### src/design/tilemap_blit_address_generator_assert.svh
// ----------------------------------------------------------------------------
// Assertion macros for the tile map blit address generator
// Concurrent checks that vanish when SYNTHESIS is defined.
// ----------------------------------------------------------------------------
`ifndef TILEMAP_BLIT_ADDRESS_GENERATOR_ASSERT_SVH
`define TILEMAP_BLIT_ADDRESS_GENERATOR_ASSERT_SVH

`ifndef SYNTHESIS
// Same-cycle implication, checked outside reset.
`define TMBAG_ASSERT_IMP(name, clk, rst, ante, cons) \
  name: assert property (@(posedge clk) disable iff (rst) (ante) |-> (cons)) \
    else $error("tmbag same-cycle check failed");
// Next-cycle implication, checked outside reset.
`define TMBAG_ASSERT_NXT(name, clk, rst, ante, cons) \
  name: assert property (@(posedge clk) disable iff (rst) (ante) |=> (cons)) \
    else $error("tmbag next-cycle check failed");
`else
`define TMBAG_ASSERT_IMP(name, clk, rst, ante, cons)
`define TMBAG_ASSERT_NXT(name, clk, rst, ante, cons)
`endif

`endif

### src/design/tmbag_pkg.sv
// ----------------------------------------------------------------------------
// Tile map blit address generator package
// Shared types, register indexes and constants.
// ----------------------------------------------------------------------------
package tmbag_pkg;

  localparam int DEF_MAX_MAP_WIDTH  = 64;
  localparam int DEF_MAX_MAP_HEIGHT = 64;
  localparam int DEF_TILE_ID_BITS   = 16;

  localparam int CFG_IDX_W  = 3;
  localparam int CFG_DATA_W = 9;
  localparam int MAP_DIM_W  = 7;
  localparam int PIX_DIM_W  = 9;
  // Map coordinates and clamped window values are held in 9 bits, 0..511.
  localparam int DIM_W      = 9;
  localparam int ROW_LIMIT  = 64;
  localparam int ROW_CNT_W  = 7;

  localparam logic [6:0] RST_MAP_WIDTH   = 7'd64;
  localparam logic [6:0] RST_MAP_HEIGHT  = 7'd64;
  localparam logic [8:0] RST_TILE_WIDTH  = 9'd16;
  localparam logic [8:0] RST_TILE_HEIGHT = 9'd16;
  localparam logic [8:0] RST_TS_COLUMNS  = 9'd16;

  localparam logic [63:0] SRC_X_MAX  = 64'hFFFF;
  localparam logic [63:0] SRC_Y_MAX  = 64'hFF_FFFF;
  localparam logic [63:0] DEST_MAX   = 64'h3FFF;

  localparam logic REQ_WRITE  = 1'b0;
  localparam logic REQ_RENDER = 1'b1;

  typedef enum logic [CFG_IDX_W-1:0] {
    REG_MAP_WIDTH   = 3'd0,
    REG_MAP_HEIGHT  = 3'd1,
    REG_TILE_WIDTH  = 3'd2,
    REG_TILE_HEIGHT = 3'd3,
    REG_TS_COLUMNS  = 3'd4
  } reg_idx_t;

  typedef struct packed {
    logic               req_type;
    logic [11:0]        cell_address;
    logic [15:0]        tile_value;
    logic signed [15:0] win_x;
    logic signed [15:0] win_y;
    logic signed [15:0] win_w;
    logic signed [15:0] win_h;
    logic [5:0]         row_offset;
  } in_t;

  typedef struct packed {
    logic [15:0] src_x;
    logic [23:0] src_y;
    logic [13:0] dest_x;
    logic [13:0] dest_y;
    logic        last;
  } out_t;

  typedef struct packed {
    logic start;
  } div_ctl_t;

  typedef struct packed {
    logic busy;
    logic done;
  } div_stat_t;

endpackage

### src/design/tmbag_div.sv
// ----------------------------------------------------------------------------
// Tile id divider
// Restoring divider, one quotient bit per cycle, for the tileset column split.
// ----------------------------------------------------------------------------
module tmbag_div #(
  parameter int ID_W = tmbag_pkg::DEF_TILE_ID_BITS
) (
  input  logic                            clk,
  input  logic                            rst,
  input  tmbag_pkg::div_ctl_t             ctl,
  input  logic [ID_W-1:0]                 dividend,
  input  logic [tmbag_pkg::PIX_DIM_W-1:0] divisor,
  output tmbag_pkg::div_stat_t            stat,
  output logic [ID_W-1:0]                 quo,
  output logic [tmbag_pkg::PIX_DIM_W-1:0] rem
);

  localparam int CNT_W = $clog2(ID_W + 1);

  logic [CNT_W-1:0]                 cnt;
  logic [tmbag_pkg::PIX_DIM_W-1:0]  dvs;
  logic [tmbag_pkg::PIX_DIM_W:0]    rem_sh;
  logic                             fits;

  // The partial remainder stays below the divisor, so one extra bit suffices.
  assign rem_sh = {rem, quo[ID_W-1]};
  assign fits   = (rem_sh >= {1'b0, dvs});

  always_ff @(posedge clk) begin
    if (rst) begin
      stat <= '0;
      cnt  <= '0;
    end else begin
      stat.done <= 1'b0;
      if (ctl.start) begin
        stat.busy <= 1'b1;
        cnt       <= CNT_W'(ID_W);
        quo       <= dividend;
        rem       <= '0;
        dvs       <= divisor;
      end else if (stat.busy) begin
        quo <= {quo[ID_W-2:0], fits};
        rem <= fits ? tmbag_pkg::PIX_DIM_W'(rem_sh - {1'b0, dvs})
                    : rem_sh[tmbag_pkg::PIX_DIM_W-1:0];
        cnt <= cnt - 1'b1;
        if (cnt == CNT_W'(1)) begin
          stat.busy <= 1'b0;
          stat.done <= 1'b1;
        end
      end
    end
  end

endmodule

### config.mk
export PLATFORM = sky130hd
export DESIGN_NAME = tmbag_div
export DESIGN_NICKNAME = d
export VERILOG_FILES = /design/src/design/tilemap_blit_address_generator_assert.svh /design/src/design/tmbag_pkg.sv /design/src/design/tmbag_div.sv
export SDC_FILE = /design/constraint.sdc
export NUM_CORES = 1
export LEC_CHECK = 0
export BUFFER_PORTS_ARGS = -buffer_cell sky130_fd_sc_hd__buf_4
export CAP_MARGIN = 20
export CORE_MARGIN = 2
export CORE_UTILIZATION = 52
export CTS_CLUSTER_DIAMETER = 150
export DETAILED_ROUTE_END_ITERATION = 8
export MAX_ROUTING_LAYER = met4
export PLACE_DENSITY = 0.88
export SLEW_MARGIN = 20
export SYNTH_ARGS = -nofsm -noshare
export SYNTH_HDL_FRONTEND = slang
export SYNTH_SLANG_ARGS = --single-unit
### constraint.sdc
create_clock -name clk -period 3 [get_ports clk]
set_input_delay 0.15 -clock clk [delete_from_list [all_inputs] [get_ports clk]]
set_output_delay 0.15 -clock clk [all_outputs]
set_load 0.005 [all_outputs]
==> flow_summary.toml <==
[clock_tree]
insertion_delay_ns = 0.30
cts_root_buf = "clkbuf_8"
post_cts_resized = 0
clk_pin_slew_ns = 0.08
cts_tree = "done"
clkSinkCount = 41
htreeDepth = 2
hold_buffers = 0
post_cts_buffers = 0
clockBufferDepth = 2
cts_buffers = 5

[sta]
min_period_ns = 2.75
slew_headroom_pct = 46.1
rsz0062_at_grt = "false"
fin_ws_ns = 0.250
slew_violations = 0
tns_ns = 0
holdWs_ns = 0.0233
finalCritPeriodShare_pct = 91.7
hold_viol = 0
fin_worst_skew_ns = 0.00885
setup_viol = 0
worstMarginPinSlew_ns = 0.805
max_freq_mhz = 364

[synth]
synth-simple-area-share_pct = 8.57
synth_fa_ha_area_share_pct = 7.55
ys_seq_area_share_pct = 55.6
synth.most_common_cell = "edfxtp_1"
synth_edf_count = 34
syn-num-nets = 204
synth-main-ff-cell = "edfxtp_1"
synth-xor-area-share_pct = 2.94
ys_types = 40
synth_area_sq_um = 2090
synth_area_per_cell_sq_um = 12.7
synth_seq_cells = 41
synthCells = 164
yosysWarningCount = 0
yosysTopAreaCellShare_pct = 48.9
yosys-mux-area-fraction_pct = 10.2
synth_common_cells = "edfxtp_1, inv_1, mux2_2, nor2_1, ha_1"
synth_top_family_by_area = "compound AO/OA/AOI/OAI gates"
synth.area.top_cells = "edfxtp_1, mux2_2, dfxtp_1"
synthArstFlopShare_pct = 0
synth_top_area_cell = "edfxtp_1"
synth-compound-area-share_pct = 11.0

[routing]
detail-route-antenna-nets = 0
wl_per_cell_um = 15.8
first_iter_violations = 84
dr.pass1.iters = 4
wl_um = 4290
drc = 0
vias = 1473
viasPerCell = 5.42

[global_route]
use_met3_pct = 5.67
grtUsageMet1_pct = 24.2
antenna_found_initial = 0
grt_pass1_wl_um = 6420
grt_util_all_layers_pct = 20.2
grt_start_max_net_pins = 32
grt_overflow = 0
grt_pass1_vias = 1420
grt_use_met2_pct = 31.2
top_usage_layer = "met2"

[critical_path]
path_buf_inv = 2
critPathTopFamily = "compound AO/OA/AOI/OAI gates"
worst_path_most_repeated_cell = "inv_1"
slowest_delay_ns = 0.43
end_kind = "flip-flop"
critPathMaxFanout = 14
critPathRequiredTime_ns = 3.05
crit_type = "reg2reg"
cp_slowest_cell = "edfxtp_1"
cp.arrival_ns = 2.80
path_cells = "inv_1 -> ha_1 -> inv_1 -> fa_1 -> a21o_1 -> a221oi_2 -> a31oi_2 -> mux2_4"
setup.worst_path.start_class = "flip-flop"

[power_and_ir_drop]
p_seq_share_pct = 49.8
switchingPower_w = 0.000382
finalPower_w = 0.00141
swShare_pct = 27.1
power_frac_comb_pct = 23.3
peakVddDrop_uv = 337
p_clk_share_pct = 26.9
p_int_w = 0.00103
powerDensity_nw_per_um2 = 534
power.leakage_nw = 1.11

[final_layout]
area_growth_syn_to_layout_pct = 26.2
nets = 261
n_fill_cell = 299
register_area_sq_um = 1160
drive_gt1_share_pct = 38.3
n_antenna_cell = 0
multiInputGateArea_sq_um = 843

[die]
start_util_pct = 53.0
row_count = 23
core_sq_um = 3940
die_width_um = 67.4
chipHeight_um = 67.4
ios = 55
dieArea_sq_um = 4540

[flow_run]
drv_cap = 0

[placed_design]
dp_hpwl_um = 3140
io_buffers = 54
pre_cts_ws_ns = 0.256
gp_congestion = 0.846

[run_status]
outcome = "finished, final reports clean"

[worst_hold_path]
hp-class = "in2reg"
==> power by group through the flow <==
stage,registers [W],logic (W),clock network [W]
global route,0.000706,0.000361,0.000409
CTS,0.000701,0.000330,0.000387
finish,0.000701,0.000328,0.000380
floorplan,0.000711,0.000218,0
detailed placement,0.000714,0.000327,0
global placement,0.000712,0.000317,0
==> logic make-up (layout without fill, tap and decap cells) <==
| logic type | after synthesis | after routing |
|---|---|---|
| AO/OA/AOI/OAI | 29 | 29 |
| XOR/XNOR | 7 | 7 |
| adder cells (fa/ha/maj) | 12 | 12 |
| buffers and inverters | 21 | 79 |
| flip-flops | 41 | 41 |
| multiplexers | 19 | 19 |
| AND/OR/NAND/NOR | 35 | 35 |
==> worst paths after layout <==
path | start | end | slack [ns] | cells past startpoint
setup / recovery | quo[15]$_DFFE_PP_ | quo[0]$_DFFE_PP_ | 0.25 | 8
hold / removal | divisor[8] | dvs[8]$_DFFE_PP_ | 0.02 | 1
setup reg to reg | quo[15]$_DFFE_PP_ | quo[0]$_DFFE_PP_ | 0.25 | 8
hold reg to reg | cnt[1]$_SDFFE_PP0P_ | cnt[1]$_SDFFE_PP0P_ | 0.53 | 2
==> state kept, by name, indices dropped and copies added (netlist names) <==
register and count:
quo 16, cnt 5, rem 9, dvs 9, stat 2
==> cells in the final DEF, fill, tap and decap left out, types with 4 or more instances in the layout <==
master and instances:
a21o_1 5, a21oi_1 4, buf_4 55, clkbuf_8 6, dfxtp_1 7, edfxtp_1 34, ha_1 11, inv_1 16
mux2_2 15, nand3_1 4, nor2_1 12, nor3_1 4, o21ai_0 4, xnor2_1 6
==> layer usage <==
| layer | share of wire [%] | wire length (um) |
|---|---|---|
| met2 | 52 | 2250 |
| met4 | 1.5 | 65 |
| met5 | 0 | 0 |
| met3 | 4.9 | 212 |
| met1 | 41 | 1760 |
==> area by class of cell <==
class	instances	share of cell area, %
flip-flops and latches	41	44.0
multi-input cells	102	32.0
repair buffers	55	15.7
clock buffers	6	3.13
well taps	50	2.37
inverters	16	2.28
clock inverters	2	0.522
==> through the flow <==
stage / util, % / area (sq um) / instances
6_report: 66.9 / 2640 / 272
4_1_cts: 66.9 / 2640 / 272
5_1_grt: 66.9 / 2640 / 272
2_1_floorplan: - / 2090 / 164
3_5_place_dp: 64.4 / 2540 / 264
3_3_place_gp: 64.4 / 2540 / 264
Power figures use the tool's default switching activity.
